[src/hw/rtl/mdc_pkg.sv]
package mdc_pkg;

  localparam int ADDR_W    = 5;
  localparam int DATA_W    = 8;
  localparam int CORE_IN_W = 1;
  localparam int ADDR_SPAN = 1 << ADDR_W;

  localparam int CORE_COUNT_DEF = 2;
  localparam int NUM_SETS_DEF   = 2;
  localparam int MEM_WORDS_DEF  = 32;

  typedef enum logic [1:0] {
    ST_INVALID   = 2'd0,
    ST_SHARED    = 2'd1,
    ST_EXCLUSIVE = 2'd2,
    ST_MODIFIED  = 2'd3
  } mesi_t;

  typedef enum logic {
    CMD_READ  = 1'b0,
    CMD_WRITE = 1'b1
  } cmd_t;

  typedef struct packed {
    logic [CORE_IN_W-1:0]     core;
    cmd_t                     cmd;
    logic [ADDR_W-1:0]        address;
    logic signed [DATA_W-1:0] write_data;
  } req_t;

  typedef struct packed {
    logic [CORE_IN_W-1:0]     core_out;
    cmd_t                     cmd_out;
    logic [ADDR_W-1:0]        line_address;
    logic signed [DATA_W-1:0] line_data;
    mesi_t                    line_state;
  } rsp_t;

endpackage

[src/hw/rtl/mdc_ram.sv]
module mdc_ram #(
  parameter int WIDTH = 8,
  parameter int DEPTH = 32
) (
  input  logic                             clk,
  input  logic                             we,
  input  logic [(DEPTH > 1 ? $clog2(DEPTH) : 1)-1:0] waddr,
  input  logic [WIDTH-1:0]                 wdata,
  input  logic                             re,
  input  logic [(DEPTH > 1 ? $clog2(DEPTH) : 1)-1:0] raddr,
  output logic [WIDTH-1:0]                 rdata
);

  logic [WIDTH-1:0] mem [DEPTH];

  // read returns the old word on a same-address write
  always_ff @(posedge clk) begin
    if (we) begin
      mem[waddr] <= wdata;
    end
    if (re) begin
      rdata <= mem[raddr];
    end
  end

endmodule

[src/hw/rtl/mesi_direct_mapped_coherence_top.sv]
// MESI coherence over CORE_COUNT direct-mapped caches of one-word lines that
// share one memory of MEM_WORDS signed bytes.
//
// Request channel (req_valid / req_ready / req): one transaction is one
// core's read or write of a byte at a word address. Response channel
// (rsp_valid / rsp_ready / rsp): one transaction per request, in order,
// reporting the accessed line's tag, data and MESI state afterwards.
//
// The accepting edge registers the request and the memory read into stage 1;
// the commit edge resolves the snoop, updates lines and memory and loads the
// response register. Throughput: one transaction per cycle unless the
// receiver stalls; the memory read port is used once per request and a
// writeback from the transaction ahead is forwarded.
//
// When the receiver stalls, the response register holds; stage 1 still
// takes one more request, then req_ready drops until rsp_ready returns.
//
// Reset (rst, synchronous): all lines go Invalid and every memory word reads
// as zero through per-word valid flags; no clearing pass, the block accepts
// a request in the first cycle after reset.
module mesi_direct_mapped_coherence_top #(
  parameter int CORE_COUNT = mdc_pkg::CORE_COUNT_DEF,
  parameter int NUM_SETS   = mdc_pkg::NUM_SETS_DEF,
  parameter int MEM_WORDS  = mdc_pkg::MEM_WORDS_DEF
) (
  input  logic          clk,
  input  logic          rst,
  input  logic          req_valid,
  output logic          req_ready,
  input  mdc_pkg::req_t req,
  output logic          rsp_valid,
  input  logic          rsp_ready,
  output mdc_pkg::rsp_t rsp
);

  import mdc_pkg::*;

  localparam int CORE_W = $clog2(CORE_COUNT);
  localparam int SET_W  = (NUM_SETS > 1) ? $clog2(NUM_SETS) : 1;
  localparam int MEM_AW = (MEM_WORDS > 1) ? $clog2(MEM_WORDS) : 1;

  // address -> set and address -> memory word, constant tables
  logic [SET_W-1:0]  set_lut  [ADDR_SPAN];
  logic [MEM_AW-1:0] midx_lut [ADDR_SPAN];

  for (genvar g = 0; g < ADDR_SPAN; g++) begin : g_lut
    localparam int SetIdx = g % NUM_SETS;
    localparam int MemIdx = g % MEM_WORDS;
    assign set_lut[g]  = SET_W'(SetIdx);
    assign midx_lut[g] = MEM_AW'(MemIdx);
  end

  // handshake
  logic s1_valid;
  logic commit;
  logic accept;

  assign commit    = s1_valid && (!rsp_valid || rsp_ready);
  assign req_ready = !s1_valid || commit;
  assign accept    = req_valid && req_ready;

  // shared memory: RAM plus per-word written flags
  logic                     mem_we;
  logic [MEM_AW-1:0]        mem_waddr;
  logic signed [DATA_W-1:0] mem_wdata;
  logic [DATA_W-1:0]        ram_rdata;
  logic [MEM_WORDS-1:0]     mem_vld;
  logic [MEM_AW-1:0]        req_midx;

  assign req_midx = midx_lut[req.address];

  mdc_ram #(
    .WIDTH(DATA_W),
    .DEPTH(MEM_WORDS)
  ) u_mem (
    .clk  (clk),
    .we   (mem_we),
    .waddr(mem_waddr),
    .wdata(mem_wdata),
    .re   (accept),
    .raddr(req_midx),
    .rdata(ram_rdata)
  );

  always_ff @(posedge clk) begin
    if (rst) begin
      mem_vld <= '0;
    end else if (mem_we) begin
      mem_vld[mem_waddr] <= 1'b1;
    end
  end

  // stage 1: registered request, its set, its memory word
  req_t                     s1_req;
  logic [SET_W-1:0]         s1_set;
  logic [MEM_AW-1:0]        s1_aidx;
  logic                     s1_mvld;
  logic                     fwd_hit;
  logic signed [DATA_W-1:0] fwd_data;

  always_ff @(posedge clk) begin
    if (rst) begin
      s1_valid <= 1'b0;
    end else if (accept) begin
      s1_valid <= 1'b1;
    end else if (commit) begin
      s1_valid <= 1'b0;
    end
  end

  // a writeback committed on the same edge as the read is not seen by the
  // RAM read; capture it here so stage 2 picks it up
  always_ff @(posedge clk) begin
    if (accept) begin
      s1_req   <= req;
      s1_set   <= set_lut[req.address];
      s1_aidx  <= req_midx;
      s1_mvld  <= mem_vld[req_midx];
      fwd_hit  <= mem_we && (mem_waddr == req_midx);
      fwd_data <= mem_wdata;
    end
  end

  // cache lines, one small array per core, read at the request's set
  logic [ADDR_W-1:0]        tags [CORE_COUNT][NUM_SETS];
  logic signed [DATA_W-1:0] vals [CORE_COUNT][NUM_SETS];
  mesi_t                    sts  [CORE_COUNT][NUM_SETS];

  logic [ADDR_W-1:0]        tag_rd [CORE_COUNT];
  logic signed [DATA_W-1:0] val_rd [CORE_COUNT];
  mesi_t                    st_rd  [CORE_COUNT];

  always_comb begin
    for (int i = 0; i < CORE_COUNT; i++) begin
      tag_rd[i] = tags[i][s1_set];
      val_rd[i] = vals[i][s1_set];
      st_rd[i]  = sts[i][s1_set];
    end
  end

  // stage 2: snoop and line update
  logic [CORE_W-1:0]        me_core;
  logic [ADDR_W-1:0]        addr;
  logic [ADDR_W-1:0]        my_tag;
  logic signed [DATA_W-1:0] my_val;
  mesi_t                    my_st;
  logic                     tag_diff;
  logic                     conflict;
  logic [MEM_AW-1:0]        wb_idx;
  logic signed [DATA_W-1:0] mem_a;
  logic signed [DATA_W-1:0] mem_now;
  logic                     peer_found;
  logic signed [DATA_W-1:0] peer_val;
  logic [ADDR_W-1:0]        new_tag;
  logic signed [DATA_W-1:0] new_val;
  mesi_t                    new_st;
  mesi_t                    peer_st [CORE_COUNT];

  assign me_core = CORE_W'(s1_req.core);
  assign addr    = s1_req.address;

  always_comb begin
    my_tag   = tag_rd[me_core];
    my_val   = val_rd[me_core];
    my_st    = st_rd[me_core];
    tag_diff = (my_tag != addr);
    // a dirty or shared line under another tag is written back first
    conflict = tag_diff && (my_st == ST_MODIFIED || my_st == ST_SHARED);
    wb_idx   = midx_lut[my_tag];
    mem_a    = fwd_hit ? fwd_data : (s1_mvld ? $signed(ram_rdata) : '0);
    // memory at the address after the writeback
    mem_now  = (conflict && wb_idx == s1_aidx) ? my_val : mem_a;

    // highest valid peer copy supplies the data
    peer_found = 1'b0;
    peer_val   = '0;
    for (int i = 0; i < CORE_COUNT; i++) begin
      if (CORE_W'(i) != me_core && tag_rd[i] == addr && st_rd[i] != ST_INVALID) begin
        peer_found = 1'b1;
        peer_val   = val_rd[i];
      end
    end

    new_tag = my_tag;
    new_val = conflict ? mem_now : my_val;
    new_st  = my_st;
    for (int i = 0; i < CORE_COUNT; i++) begin
      peer_st[i] = st_rd[i];
    end

    if (s1_req.cmd == CMD_WRITE) begin
      new_tag = addr;
      new_val = s1_req.write_data;
      new_st  = ST_MODIFIED;
      for (int i = 0; i < CORE_COUNT; i++) begin
        if (CORE_W'(i) != me_core && tag_rd[i] == addr) begin
          peer_st[i] = ST_INVALID;
        end
      end
    end else if (tag_diff || my_st == ST_INVALID) begin
      new_tag = addr;
      if (peer_found) begin
        new_val = peer_val;
        new_st  = ST_SHARED;
        for (int i = 0; i < CORE_COUNT; i++) begin
          if (CORE_W'(i) != me_core && tag_rd[i] == addr && st_rd[i] != ST_INVALID) begin
            peer_st[i] = ST_SHARED;
          end
        end
      end else begin
        new_val = mem_now;
        new_st  = ST_EXCLUSIVE;
      end
    end
  end

  assign mem_we    = commit && conflict;
  assign mem_waddr = wb_idx;
  assign mem_wdata = my_val;

  // line states reset to Invalid; tag and data are only read behind a
  // valid state
  always_ff @(posedge clk) begin
    if (rst) begin
      for (int i = 0; i < CORE_COUNT; i++) begin
        for (int s = 0; s < NUM_SETS; s++) begin
          sts[i][s] <= ST_INVALID;
        end
      end
    end else if (commit) begin
      for (int i = 0; i < CORE_COUNT; i++) begin
        if (CORE_W'(i) == me_core) begin
          sts[i][s1_set] <= new_st;
        end else begin
          sts[i][s1_set] <= peer_st[i];
        end
      end
    end
  end

  always_ff @(posedge clk) begin
    if (commit) begin
      for (int i = 0; i < CORE_COUNT; i++) begin
        if (CORE_W'(i) == me_core) begin
          tags[i][s1_set] <= new_tag;
          vals[i][s1_set] <= new_val;
        end
      end
    end
  end

  // response register
  always_ff @(posedge clk) begin
    if (rst) begin
      rsp_valid <= 1'b0;
    end else if (commit) begin
      rsp_valid <= 1'b1;
    end else if (rsp_ready) begin
      rsp_valid <= 1'b0;
    end
  end

  always_ff @(posedge clk) begin
    if (commit) begin
      rsp.core_out     <= s1_req.core;
      rsp.cmd_out      <= s1_req.cmd;
      rsp.line_address <= new_tag;
      rsp.line_data    <= new_val;
      rsp.line_state   <= new_st;
    end
  end

endmodule

[config.mk]
export PLATFORM = sky130hd
export DESIGN_NAME = mesi_direct_mapped_coherence_top
export DESIGN_NICKNAME = d
export VERILOG_FILES = /design/src/hw/rtl/mdc_pkg.sv /design/src/hw/rtl/mdc_ram.sv /design/src/hw/rtl/mesi_direct_mapped_coherence_top.sv
export SDC_FILE = /design/constraint.sdc
export NUM_CORES = 1
export LEC_CHECK = 0
export BUFFER_PORTS_ARGS = -buffer_cell sky130_fd_sc_hd__buf_2
export CAP_MARGIN = 0
export CORE_MARGIN = 1
export CORE_UTILIZATION = 56
export CTS_CLUSTER_SIZE = 28
export DETAILED_ROUTE_END_ITERATION = 12
export PLACE_DENSITY = 0.75
export SLEW_MARGIN = 20
export SYNTH_ARGS = -nofsm -noshare
export SYNTH_HDL_FRONTEND = slang
export SYNTH_SLANG_ARGS = --single-unit
export TNS_END_PERCENT = 100
[constraint.sdc]
create_clock -name clk -period 3.1 [get_ports clk]
set_clock_uncertainty 0.15 [all_clocks]
set_input_delay 0.155 -clock clk [delete_from_list [all_inputs] [get_ports clk]]
set_output_delay 0.155 -clock clk [all_outputs]
set_load 0.005 [all_outputs]
Word level (Yosys, flattened, before mapping)
Memory sizes are Yosys's and may differ from the RTL's. A register that Yosys moved wholly into a read port is not among the register bits.
Index checks and enable logic that the tools add are counted.
{ "word_totals": {"regBits": 81, "ram_bits": 316, "rom_bits": 352, "in_bits": 19, "elab_cells": 191, "mem_count": 7} }
{ "memory_table": {"columns": ["memory", "words", "width", "rd", "rd_clocked_by_memory_dff", "write_ports", "line", "rtl"], "rows": [
  ["u_mem.mem", 32, 8, 1, 1, 1, "mdc_ram.sv:14", "logic [WIDTH-1:0] mem [DEPTH];"],
  ["(no name shown)", 32, 5, 1, 0, 0, "mesi_direct_mapped_coherence_top.sv:169", "wb_idx = midx_lut[my_tag];"],
  ["(no name shown)", 32, 5, 1, 0, 0, "mesi_direct_mapped_coherence_top.sv:70", "assign req_midx = midx_lut[req.address];"],
  ["(no name shown)", 32, 1, 1, 1, 0, "mesi_direct_mapped_coherence_top.sv:116", "s1_set <= set_lut[req.address];"],
  ["vals", 2, 16, 2, 0, 1, "mesi_direct_mapped_coherence_top.sv:126", "logic signed [DATA_W-1:0] vals [CORE_COUNT][NUM_SETS];"],
  ["tags", 2, 10, 2, 0, 1, "mesi_direct_mapped_coherence_top.sv:125", "logic [ADDR_W-1:0] tags [CORE_COUNT][NUM_SETS];"],
  ["1 more memories", null, null, null, null, null, null, null]
]} }
{ "op_classes": {"magnitude_cmp": 8, "n_eq_ne": 7, "mux": 106, "n_bitwise": 22, "n_reduce_logical": 25} }
{ "ops": {"columns": ["op", "count"], "rows": [
  ["two-way mux 8 bit", 19],
  ["two-way mux 5 bit", 16],
  ["two-way mux 16 bit", 4],
  ["two-way mux 10 bit", 4],
  ["two-way mux 1 bit", 36],
  ["two-way mux 2 bit", 17],
  ["OR 32 bit", 1],
  ["equality test 5 bit", 4],
  ["two-way mux 4 bit", 5],
  ["OR 1 bit", 16],
  ["OR reduction 16 bit", 1],
  [">= comparator 6 bit (second input constant)", 2],
  ["logical AND 1 bit", 12],
  ["< comparator 5 x 6 -> 1 bit (second input constant)", 2],
  ["NOT 5 -> 6 bit", 2],
  ["OR reduction 10 bit", 1],
  ["demux 8 bit (select 1 bit)", 1],
  ["nonzero test 2 bit", 4],
  ["binary-select mux 1 bit (select 5 bit)", 1],
  ["demux 1 bit (select 5 bit)", 1],
  ["demux 5 bit (select 1 bit)", 1],
  [">= comparator 5 x 1 -> 1 bit (second input constant)", 1],
  ["inequality test 5 bit", 1],
  [">= comparator 2 bit (second input constant)", 2],
  ["other kinds (9)", 14]
]} }

Depth between registers and ports, before layout
Gate-level depths: netlist of the first run.
{ "depth": {"ltp_word": 18, "mapped_depth": 10, "depth_no_buf": 7} }

Hierarchy
Synthesis of the first run repeated with hierarchy kept, for this count alone.
{ "unflattened": {"hier_cells": 872, "hier_area_um2": 16266.9} }
{ "modules_own_cells": {"columns": ["mod", "n_inst", "cells_each", "area_each_um2", "seq_area_each_um2"], "rows": [
  ["mdc_ram", 1, 417, 10133.5, 7927.6],
  ["mesi_direct_mapped_coherence_top", 1, 455, 6133.4, 3743.6]
]} }

Worst setup path after synthesis of the first run
No wires, ideal clock.
{ "synth_timing": {"kind": "register -> register", "from": "reg s1_req, in the netlist me_core", "to": "reg rsp[8] (netlist name), data pin", "setup_ps": 201, "arrival_ps": 2930, "path_slack_ps": -181, "path_stages_with_launch": 7, "synth_period_minus_slack_ps": 3281, "cell_sequence": "edfxtp_1 buf_2 buf_1 buf_1 mux2i_1 mux2i_1 o211ai_1"} }
{ "synth_lines": {"columns": ["element", "line", "rtl"], "rows": [
  ["from (decl)", "mesi_direct_mapped_coherence_top.sv:94", "req_t s1_req;"],
  ["from (signal assigned)", "mesi_direct_mapped_coherence_top.sv:115", "s1_req <= req;"],
  ["NOT 1 -> 2 bit (not written as such) (*)", "mesi_direct_mapped_coherence_top.sv:164", "my_val = val_rd[me_core];"],
  ["two-way mux 8 bit (not written as such) (*) (3 in a row)", "mesi_direct_mapped_coherence_top.sv:164", null],
  ["via mem_wdata[6]", "mesi_direct_mapped_coherence_top.sv:65", "logic signed [DATA_W-1:0] mem_wdata;"],
  ["two-way mux 8 bit", "mesi_direct_mapped_coherence_top.sv:172", "mem_now = (conflict && wb_idx == s1_aidx) ? my_val : mem_a;"],
  ["two-way mux 8 bit (on tied branches)", "mesi_direct_mapped_coherence_top.sv:185, mesi_direct_mapped_coherence_top.sv:202", null],
  ["two-way mux 8 bit (*)", "mesi_direct_mapped_coherence_top.sv:200", "end else if (tag_diff || my_st == ST_INVALID) begin"],
  ["two-way mux 8 bit (*)", "mesi_direct_mapped_coherence_top.sv:191", "if (s1_req.cmd == CMD_WRITE) begin"],
  ["via new_val[6]", "mesi_direct_mapped_coherence_top.sv:155", "logic signed [DATA_W-1:0] new_val;"],
  ["to (decl)", "mesi_direct_mapped_coherence_top.sv:33", "output mdc_pkg::rsp_t rsp"]
]} }
Mark *: on every way through the listed nets, which the timed path passes. The rest lies on a longest branch. The select of a mux whose other input is x is not followed.
A chain may end at the register's enable or synchronous reset.

Worst setup path after layout of the first run
{ "layout_timing": {"from": "reg s1_req, in the netlist addr[3]", "to": "mem vals[0][28] (netlist name), data pin"} }
{ "layout_via": {"elab_chain_len": 9} }
{ "layout_rtl": {"columns": ["element", "line", "rtl"], "rows": [
  ["equality test 5 bit", "mesi_direct_mapped_coherence_top.sv:178", "if (CORE_W'(i) != me_core && tag_rd[i] == addr && st_rd[i] != ST_INVALID) begin"],
  ["logical AND 1 bit (2 in a row)", "mesi_direct_mapped_coherence_top.sv:178", null],
  ["two-way mux 8 bit or two-way mux 1 bit (tied branches) (2 in a row)", "mesi_direct_mapped_coherence_top.sv:178", null],
  ["two-way mux 8 bit", "mesi_direct_mapped_coherence_top.sv:202", "if (peer_found) begin"],
  ["two-way mux 8 bit (*)", "mesi_direct_mapped_coherence_top.sv:200", null],
  ["two-way mux 8 bit (*)", "mesi_direct_mapped_coherence_top.sv:191", null],
  ["via new_val[4]", "mesi_direct_mapped_coherence_top.sv:155", null],
  ["two-way mux 16 bit (no source line) (*)", null, null],
  ["to (decl)", "mesi_direct_mapped_coherence_top.sv:126", null]
]} }
Mark *: on every way through the listed nets, which the timed path passes. The rest lies on a longest branch.

==> run summary, run 1 <==
status - completed
largest net degree at the start of global routing - 43
EDFF count, synth - 366
global-route wire length before repair - 52.1 mm
crit path capture type - flop
fin. max-slew vios - 0
hold violation total from the final report - 0
DIE HEIGHT - 171 µm
Syn. warnings - 0
Non-Filler Instances - 1401
CP required - 3.23 ns
critical path class - reg -> reg
Worst-Margin Slew - 1.08 ns
syn_nets - 891
DP Cell Count - 1318
initial antenna violation count - 0
max_cap viols - 0
register area - 0.0117 mm²
wire per inst - 25.1 µm
post-synthesis sequential area ratio - 72.6%
worst hold path class - in -> reg
PortBufs - 37
I/O pin total - 38
Max clock buf depth - 3
Post-Synthesis Cell Area - 0.0161 mm²
Final ANT Viol Nets - 0
Final period util - 96.4%
vias in the first global route - 8685
total grt overflow - 0
Synth Flop Type - edfxtp_1
final setup fails - 0
WL final - 35.2 mm
power per standard cell area - 615 mW/mm²
Leak Pwr - 6.30 nW
drt pass-1 iters - 7
Chip Width - 171 µm
crit-path max FO - 9
Worst EP arrival - 3.11 ns
Reg clk slew, reported paths - 0.06 ns
CTS tree - built
worst skew pair latency - 0.52 ns
Setup crit start kind - flop
area grow syn2layout - 16.7%
most frequent cells in the layout - edfxtp_1, mux4_2, buf_4
ranking of synthesized cells by area - edfxtp_1, mux4_2, dfxtp_1
Die ar. - 0.0294 mm²
Worst slew margin - 28.2%
Rows - 61
Core Area - 0.0280 mm²
vias - 8597
post-DP HPWL - 21.1 mm
Max Clock Freq - 335 MHz
Starting Density - 57.4%
WHS - 0.0189 ns
final net count - 1017
distinct cell type count after synthesis - 54
H-Tree Level Count - 2
DR vias/cell - 6.14
Total GRT Usage - 24.8%
multi-input logic area - 0.00417 mm²
n_diodes - 0
Iter 0 DRT Violations - 926
Async SR Flop Fraction - 0%
syn_area_per_cell - 18.4 µm²
CTS Buf Count - 40
Peak VDD IR - 548 µV
Root Driver - clkbuf_16
RePlAce Congestion - 0.876
synthesized flop and latch total - 400
commonest non-fill, non-tap cell in the layout - edfxtp_1
# fillers - 1820
post-route setup TNS - 0 ns
DRC Markers - 0
clk sink count - 400
Cells after Synth - 872
post-layout min period - 2.99 ns
area leader, netlist - edfxtp_1
RSZ-0062 raised after global routing - true
Synth top area share - 68.3%
ratio of cells with drive above 1 in the final layout - 30.4%
[worst paths after layout]
| check | from | endpoint | slack [ns] | cells past startpoint |
|---|---|---|---|---|
| worst max-delay path | addr[3]$_DFFE_PP_ | vals[0][28]$_DFFE_PP_ | 0.11 | 8 |
| worst max register to register | addr[3]$_DFFE_PP_ | vals[0][28]$_DFFE_PP_ | 0.11 | 8 |
| worst min register to register | mem_vld[31]$_SDFFE_PP0P_ | mem_vld[31]$_SDFFE_PP0P_ | 0.32 | 2 |
| worst min-delay path | rst | sts[1][2]$_DFFE_PP_ | 0.02 | 4 |
[cell usage after synthesis, types with 4 or more instances]
master / number
nor2_1: 53
and3_1: 5
nand2b_1: 4
a31oi_1: 4
o211ai_1: 5
o22ai_1: 36
mux2_2: 11
clkbuf_1: 28
buf_1: 10
or2_2: 4
o21bai_1: 5
nand2_1: 39
xor2_1: 6
mux4_2: 93
or3_1: 8
inv_1: 31
buf_2: 11
a21oi_1: 5
mux2i_1: 45
nor3_1: 7
a22oi_1: 4
xnor2_1: 7
edfxtp_1: 366
a21o_1: 4
dfxtp_1: 34
[routing by layer]
metal	global-route usage [%]	wire [µm]	up-vias
met2	39.1	16800	390
met3	4.14	2690	81
li1	-	-	3738
met5	0	0	-
met4	11.4	1430	0
met1	34.3	14300	4388
[registers in the layout (all words and copies together) (netlist names), 5 cells and up]
signal,count
s1_req,9
vals,32
tags,20
sts,8
mem_vld,32
u_mem.mem,256
addr,5
rsp,17
u_mem.rdata,8
fwd_data,8
[layout make-up]
class / count / area share, %
Timing Repair Buffer: 136 / 5.50
Clock buffer: 47 / 5.64
Tap cell: 378 / 2.52
Multi-Input combinational cell: 389 / 22.2
Inverter: 31 / 0.620
Sequential cell: 400 / 62.2
Clock inverter: 20 / 1.26
[kinds of logic (layout without fill, tap and decap cells)]
family,count (synthesis),count (layout),synth area share [%]
xor gates and xnor gates,14,14,0.809
buffers and inverters,83,234,2.14
DFF,400,400,72.6
muxes,150,150,16.7
and+or+nand+nor,138,138,4.01
AOI/OAI and AO/OA,87,87,3.78
[report_power, final]
| group | leakage [nW] | switching [mW] | internal (mW) |
|---|---|---|---|
| Sequential | 3.62 | 0.0407 | 6.00 |
| Clock | 0.630 | 1.93 | 2.85 |
| Combinational | 2.05 | 0.422 | 0.284 |
[repair_timing]
item	in CTS	in global routing
gates resized for setup	3	7
buffers inserted	0	1
setup endpoints to repair	119	161
endpoints found under the hold margin	14	0
hold buffers	15	0
pin swaps	0	1
[worst max-delay path: stages (launching register included)]
cell      delay, ns
edfxtp_1       0.59
xor2_1         0.22
o32ai_1        0.36
nand3_1        0.26
a21oi_4        0.37
nand2_2        0.26
mux2i_1        0.22
o211ai_1       0.11
buf_4          0.20
[stage by stage]
step           instance area [µm²]  utilization, %  worst slack, ns  power [mW]
3_3_place_gp                 17300            61.7          -0.0433        6.82
6_report                     18800            67.0            0.113        11.5
3_5_place_dp                 17300            61.7           -0.101        6.83
5_1_grt                      18800            67.0        -0.000480        11.8
2_1_floorplan                16100               -           -0.159        6.57
4_1_cts                      18700            66.9           0.0270        11.6
No activity file was read; power rests on OpenSTA's default activity.
==> inputs of run 2 (changes only) <==
--- a/config.mk
+++ b/config.mk
@@ -5,13 +5,13 @@
 export SDC_FILE = /design/constraint.sdc
 export NUM_CORES = 1
 export LEC_CHECK = 0
-export BUFFER_PORTS_ARGS = -buffer_cell sky130_fd_sc_hd__buf_2
 export CAP_MARGIN = 0
 export CORE_MARGIN = 1
-export CORE_UTILIZATION = 56
+export CORE_UTILIZATION = 58
 export CTS_CLUSTER_SIZE = 28
 export DETAILED_ROUTE_END_ITERATION = 12
-export PLACE_DENSITY = 0.75
+export DONT_BUFFER_PORTS = 1
+export PLACE_DENSITY = 0.74
 export SLEW_MARGIN = 20
 export SYNTH_ARGS = -nofsm -noshare
 export SYNTH_HDL_FRONTEND = slang
==> constraint.sdc (replaced) <==
create_clock -name clk -period 3.8 [get_ports clk]
set_clock_uncertainty 0.15 [all_clocks]
set_input_delay 0.19 -clock clk [delete_from_list [all_inputs] [get_ports clk]]
set_output_delay 0.19 -clock clk [all_outputs]
set_load 0.005 [all_outputs]
==> run 2 against run 1 <==
First-iteration DRC count fell by 1.6%. Wire length fell by 1.1%. Largest cell class unchanged. Global-route usage rose by 0.68 points. Register-to-register slack improved by 0.13 ns. Setup slack improved by 0.13 ns.
==> run summary, run 2 (same netlist as run 1, synthesis figures left out) <==
status - completed
power per standard cell area - 502 mW/mm² (-18%)
commonest non-fill, non-tap cell in the layout - edfxtp_1
crit-path max FO - 12 (+3)
final setup fails - 0 (unchanged)
Chip Width - 169 µm (-1.7%)
CP delay by family, top - compound AO/OA/AOI/OAI gates
met3 Use GR - 4.40% (+0.25 points)
Rows - 60 (-1.6%)
CP cell instances - buf_4, mux2_4, xor2_1, nor4b_2, o311ai_2, buf_4, o22ai_1, nor3_1, o21ai_0
Max clock buf depth - 3 (unchanged)
Worst slew margin - 24.6% (-3.6 points)
post-layout min period - 3.55 ns (+0.568 ns)
Reg clk slew, reported paths - 0.06 ns (about the same)
Total GRT Usage - 25.5% (+0.68 points)
Post-CTS Setup Inserts - 0 (unchanged)
biggest regs - u_mem.mem (256), mem_vld (32), vals (32)
Core Area - 0.0271 mm² (-3.2%)
Leak Pwr - 5.97 nW (-5.3%)
wire per inst - 26.0 µm (+3.4%)
CP max stage delay - 0.59 ns (about the same)
Final ANT Viol Nets - 0 (unchanged)
routing usage on met2 - 39.7% (+0.63 points)
H-Tree Level Count - 2 (unchanged)
drt pass-1 iters - 5 (-2)
overall power - 9.15 mW (-21%)
vias in the first global route - 8646 (-0.45%)
CP required - 3.90 ns (+0.67 ns)
WL final - 34.8 mm (-1.1%)
DRC Markers - 0 (unchanged)
total grt overflow - 0 (unchanged)
I/O pin total - 38 (unchanged)
hold violation total from the final report - 0 (unchanged)
post-route setup TNS - 0 ns (unchanged)
initial antenna violation count - 1 (+1)
Critical path buffers and inverters - 2 (+1)
Worst EP arrival - 3.65 ns (+0.54 ns)
Non-Filler Instances - 1339 (-4.4%)
most frequent cells in the layout - edfxtp_1, mux4_2, nor2_1
vias - 8568 (-0.34%)
Starting Density - 59.3% (+1.9 points)
crit path capture type - flop
max reg flops - 256 (unchanged)
CTS Buf Count - 41 (+2.5%)
busiest grt layer - met2
Final period util - 93.5% (-2.8 points)
Root Driver - clkbuf_16
Max Clock Freq - 281 MHz (-16%)
GR Layer Usage met1 - 36.9% (+2.6 points)
Area after DPL - 0.0167 mm² (-3.1%)
worst skew pair latency - 0.54 ns (+0.02 ns)
worst hold path class - in -> reg
Largest Register - u_mem.mem
max_cap viols - 0 (unchanged)
RePlAce Congestion - 0.911 (+4.1%)
largest net degree at the start of global routing - 74 (+72%)
post-DP HPWL - 21.0 mm (-0.54%)
RSZ-0062 raised after global routing - false
final net count - 954 (-6.2%)
CP max-delay cell - edfxtp_1
area grow syn2layout - 13.2%
Peak VDD IR - 558 µV (+1.8%)
Worst-Margin Slew - 1.13 ns (+0.0501 ns)
clk sink count - 400 (unchanged)
DIE HEIGHT - 169 µm (-1.7%)
most used cell, CP - buf_4
PortBufs - 0 (-100%)
ratio of cells with drive above 1 in the final layout - 24.0% (-6.4 points)
Iter 0 DRT Violations - 911 (-1.6%)
critical path class - reg -> reg
Final Cell Area - 0.0182 mm² (-2.9%)
global-route wire length before repair - 53.0 mm (+1.8%)
DR vias/cell - 6.40 (+4.3%)
Die ar. - 0.0284 mm² (-3.4%)
DP Cell Count - 1242 (-5.8%)
CTS tree - built
Setup crit start kind - flop
fin. max-slew vios - 0 (unchanged)
run 2: changes by cell type in the layout (fill, tap and decap cells not counted), moves of 4 or more:
cell / previous run / this run
buf_12: 5 / 1
buf_2: 36 / 0
buf_4: 80 / 50
bufinv_16: 5 / 1
clkbuf_1: 5 / 15
dlygate4sd3_1: 15 / 21
mux2i_2: 4 / 8
mux2i_4: 4 / 0
run 2: final timing paths:
path	start	slack [ns]	endpoint	cells after the start
worst min-delay path	req[10]	0.01	u_mem.rdata[4]$_DFFE_PP_	2
worst min register to register	mem_vld[16]$_SDFFE_PP0P_	0.32	mem_vld[16]$_SDFFE_PP0P_	2
worst max-delay path	addr[0]$_DFFE_PP_	0.25	vals[0][7]$_DFFE_PP_	9
worst max register to register	addr[0]$_DFFE_PP_	0.25	vals[0][7]$_DFFE_PP_	9
run 2: layout make-up:
type | count | area, µm²
fill | 1708 | 8890
clock inverter | 16 | 105
clock buffer | 58 | 1130
antenna | 1 | 2.50
timing repair buffer | 72 | 606
multi-input combinational | 389 | 4110
tap | 372 | 465
inverter | 31 | 116
sequential | 400 | 11700
run 2: power breakdown:
group	internal [mW]	switching (mW)	leakage, nW	total (mW)
clock	2.14	1.58	0.602	3.73
combinational	0.200	0.286	1.75	0.486
sequential	4.89	0.0381	3.62	4.93
total	7.24	1.91	5.97	9.15
run 2: what timing repair did:
item | 4_1_cts | 5_1_grt
setup endpoints to repair | 0 | 10
hold buffers | 22 | 0
resized for setup | 0 | 1
endpoints found under the hold margin | 71 | 0
run 2: through the flow:
step                      setup WS [ns]  hold WS (ns)  util [%]
final                             0.245        0.0114      67.2
after global routing             0.0591       0.00792      67.2
after CTS                         0.289       0.00337      67.1
after detailed placement          0.333         0.118      61.7
after global placement            0.454         0.118      61.7
after floorplan                   0.519         0.139         -
run 2: routing by layer:
metal	routed length (µm)	share of wire [%]	up-vias
met5	0	0	-
met4	939	2.7	0
met3	2510	7.2	64
met2	16800	48	425
met1	14500	42	4464
li1	-	-	3615
run 2: worst register-to-register path: stages (launching register included):
cell	delay (ns)
edfxtp_1	0.59
buf_4	0.28
mux2_4	0.33
xor2_1	0.17
nor4b_2	0.47
o311ai_2	0.32
buf_4	0.26
o22ai_1	0.14
nor3_1	0.07
o21ai_0	0.50
==> inputs of run 3 (changes only) <==
--- a/config.mk
+++ b/config.mk
@@ -11,7 +11,7 @@
 export CTS_CLUSTER_SIZE = 28
 export DETAILED_ROUTE_END_ITERATION = 12
 export DONT_BUFFER_PORTS = 1
-export PLACE_DENSITY = 0.74
+export PLACE_DENSITY = 0.71
 export SLEW_MARGIN = 20
 export SYNTH_ARGS = -nofsm -noshare
 export SYNTH_HDL_FRONTEND = slang
==> run 3 against run 2 <==
The flow now finishes with violations (negative hold slack). Count of clock-buffer cells in the layout decreased by 4. Register-to-register slack about the same. Cell count decreased by 0.37%.
==> run summary, run 3 (same netlist as run 1, synthesis figures left out) <==
Reg clk slew, reported paths - 0.06 ns (about the same)
overall power - 9.42 mW (+3.0%)
Worst-Margin Slew - 1.16 ns (+0.0284 ns)
Largest Register - u_mem.mem
ratio of cells with drive above 1 in the final layout - 24.2% (+0.23 points)
crit-path max FO - 25 (+13)
max reg flops - 256 (unchanged)
Die ar. - 0.0284 mm² (unchanged)
fin. max-slew vios - 0 (unchanged)
Post-CTS Setup Inserts - 0 (unchanged)
critical path class - reg -> reg
RePlAce Congestion - 0.888 (-2.6%)
worst r2r src - addr[0]$_DFFE_PP_
wire per inst - 26.6 µm (+2.4%)
RSZ-0062 raised after global routing - false
Iter 0 DRT Violations - 916 (+0.55%)
Max Clock Freq - 281 MHz (about the same)
Peak VDD IR - 547 µV (-2.0%)
Rows - 60 (unchanged)
worst skew pair latency - 0.55 ns (about the same)
vias - 8389 (-2.1%)
Final period util - 93.5% (about the same)
Final Cell Area - 0.0183 mm² (+0.31%)
PortBufs - 0 (unchanged)
Max clock buf depth - 3 (unchanged)
largest net degree at the start of global routing - 74 (unchanged)
Place WS - 0.213 ns (-0.121 ns)
most frequent cells in the layout - edfxtp_1, mux4_2, nor2_1
hold violation total from the final report - 1 (+1)
DR vias/cell - 6.29 (-1.7%)
total grt overflow - 0 (unchanged)
power per standard cell area - 516 mW/mm² (+2.7%)
switching share of power - 20.9% (+0.060 points)
status - finished with violations
Final WS setup - 0.247 ns (+0.00124 ns)
worst hold path class - in -> reg
Area after DPL - 0.0167 mm² (-0.22%)
Root Driver - clkbuf_16
Worst setup endpoint - vals[0][26]$_DFFE_PP_
drt pass-1 iters - 6 (+1)
area grow syn2layout - 13.6%
Worst EP arrival - 3.71 ns (+0.06 ns)
Clock Power Share - 42.4% (+1.6 points)
Final ANT Viol Nets - 0 (unchanged)
Leak Pwr - 5.99 nW (+0.41%)
crit path capture type - flop
combinational power share - 5.2% (about the same)
initial antenna violation count - 3 (+2)
H-Tree Level Count - 2 (unchanged)
post-layout min period - 3.55 ns (-0.00124 ns)
post-route setup TNS - 0 ns (unchanged)
DRC Markers - 0 (unchanged)
biggest regs - u_mem.mem (256), mem_vld (32), vals (32)
worst hold start - req[10]
failing checks - negative hold slack
max_cap viols - 0 (unchanged)
Core Area - 0.0271 mm² (unchanged)
P_int - 7.45 mW (+2.9%)
R2R cell count - 8 (-1)
final net count - 947 (-0.73%)
crit path from - addr[0]$_DFFE_PP_
WHS - -0.000797 ns (-0.0122 ns)
reg-to-reg critical path endpoint - vals[0][26]$_DFFE_PP_
CP required - 3.96 ns (+0.06 ns)
global-route wire length before repair - 54.2 mm (+2.2%)
Worst slew margin - 22.7% (-1.9 points)
post-DP HPWL - 21.7 mm (+3.7%)
WL final - 35.5 mm (+2.0%)
Seq pwr share - 52.4% (-1.5 points)
clk sink count - 400 (unchanged)
CTS Buf Count - 41 (unchanged)
Setup crit start kind - flop
I/O pin total - 38 (unchanged)
Total GRT Usage - 26.3% (+0.82 points)
r2r setup slk - 0.25 ns (about the same)
# fillers - 1722 (+0.82%)
Starting Density - 59.3% (unchanged)
final setup fails - 0 (unchanged)
switching power total - 1.97 mW (+3.3%)
vias in the first global route - 8679 (+0.38%)
CTS tree - built
commonest non-fill, non-tap cell in the layout - edfxtp_1
DIE HEIGHT - 169 µm (unchanged)
Chip Width - 169 µm (unchanged)
## run 3: cell count changes in the layout (fill, tap and decap cells not counted), moves of 2 or more
cell           previous run  this run
clkbuf_1                 15         9
buf_4                    50        45
clkbuf_8                  0         4
bufinv_16                 1         4
clkinv_1                  5         8
dlygate4sd3_1            21        18
clkbuf_16                43        41
inv_6                     1         3
## run 3: final cells by class
type	count	area, µm²	area share, %
Sequential cell	400	11700	63.9
Multi-Input combinational cell	389	4110	22.5
Clock buffer	54	1110	6.10
Timing Repair Buffer	65	558	3.06
Tap cell	372	465	2.55
Clock inverter	22	226	1.24
Inverter	31	116	0.637
Antenna cell	1	2.50	0.0137
## run 3: how the worst min path moves through the flow
stage | end | slack [ns] | cells past startpoint
2_1_floorplan | addr[0]$_DFFE_PP_ | 0.14 | 0
3_3_place_gp | rsp_valid$_SDFFE_PP0P_ | 0.12 | 1
3_5_place_dp | s1_valid$_SDFFE_PP0P_ | 0.12 | 1
4_1_cts | s1_mvld$_DFFE_PP_ | 0.000003 | 2
5_1_grt | u_mem.rdata[3]$_DFFE_PP_ | 0.006 | 2
6_report | s1_mvld$_DFFE_PP_ | -0.0008 | 2
## run 3: layer usage
layer	up-vias	wire length [µm]	track usage, %
met2	413	16700	40.4
met3	84	2880	5.24
met5	-	13	0
met4	2	1200	9.88
met1	4288	14700	38.0
li1	3602	-	-
## run 3: worst max-delay path, stage by stage (launching register included)
cell      delay (ns)
edfxtp_1        0.63
buf_4           0.41
mux2i_1         0.37
mux2i_1         0.19
nor2_1          0.22
a211oi_4        0.09
nand3b_1        0.50
or3_1           0.53
o211ai_1        0.21
## run 3: power by group through the flow
stage	Clock (mW)	Combinational (mW)	Sequential, mW
2_1_floorplan	0	0.351	5.01
3_3_place_gp	0	0.436	5.02
5_1_grt	4.20	0.523	4.94
6_report	4.00	0.490	4.93
3_5_place_dp	0	0.446	5.03
4_1_cts	4.05	0.492	4.93
## run 3: through the flow
step / util (%) / std cells
floorplan: - / 872
global placement: 61.6 / 1237
detailed placement: 61.6 / 1237
CTS: 67.4 / 1333
global route: 67.4 / 1333
finish: 67.4 / 1334
## run 3: repair_timing
item	in CTS	in global routing
setup endpoints to repair	0	25
endpoints found under the hold margin	71	0
hold buffers	20	0
gates resized for setup	0	1
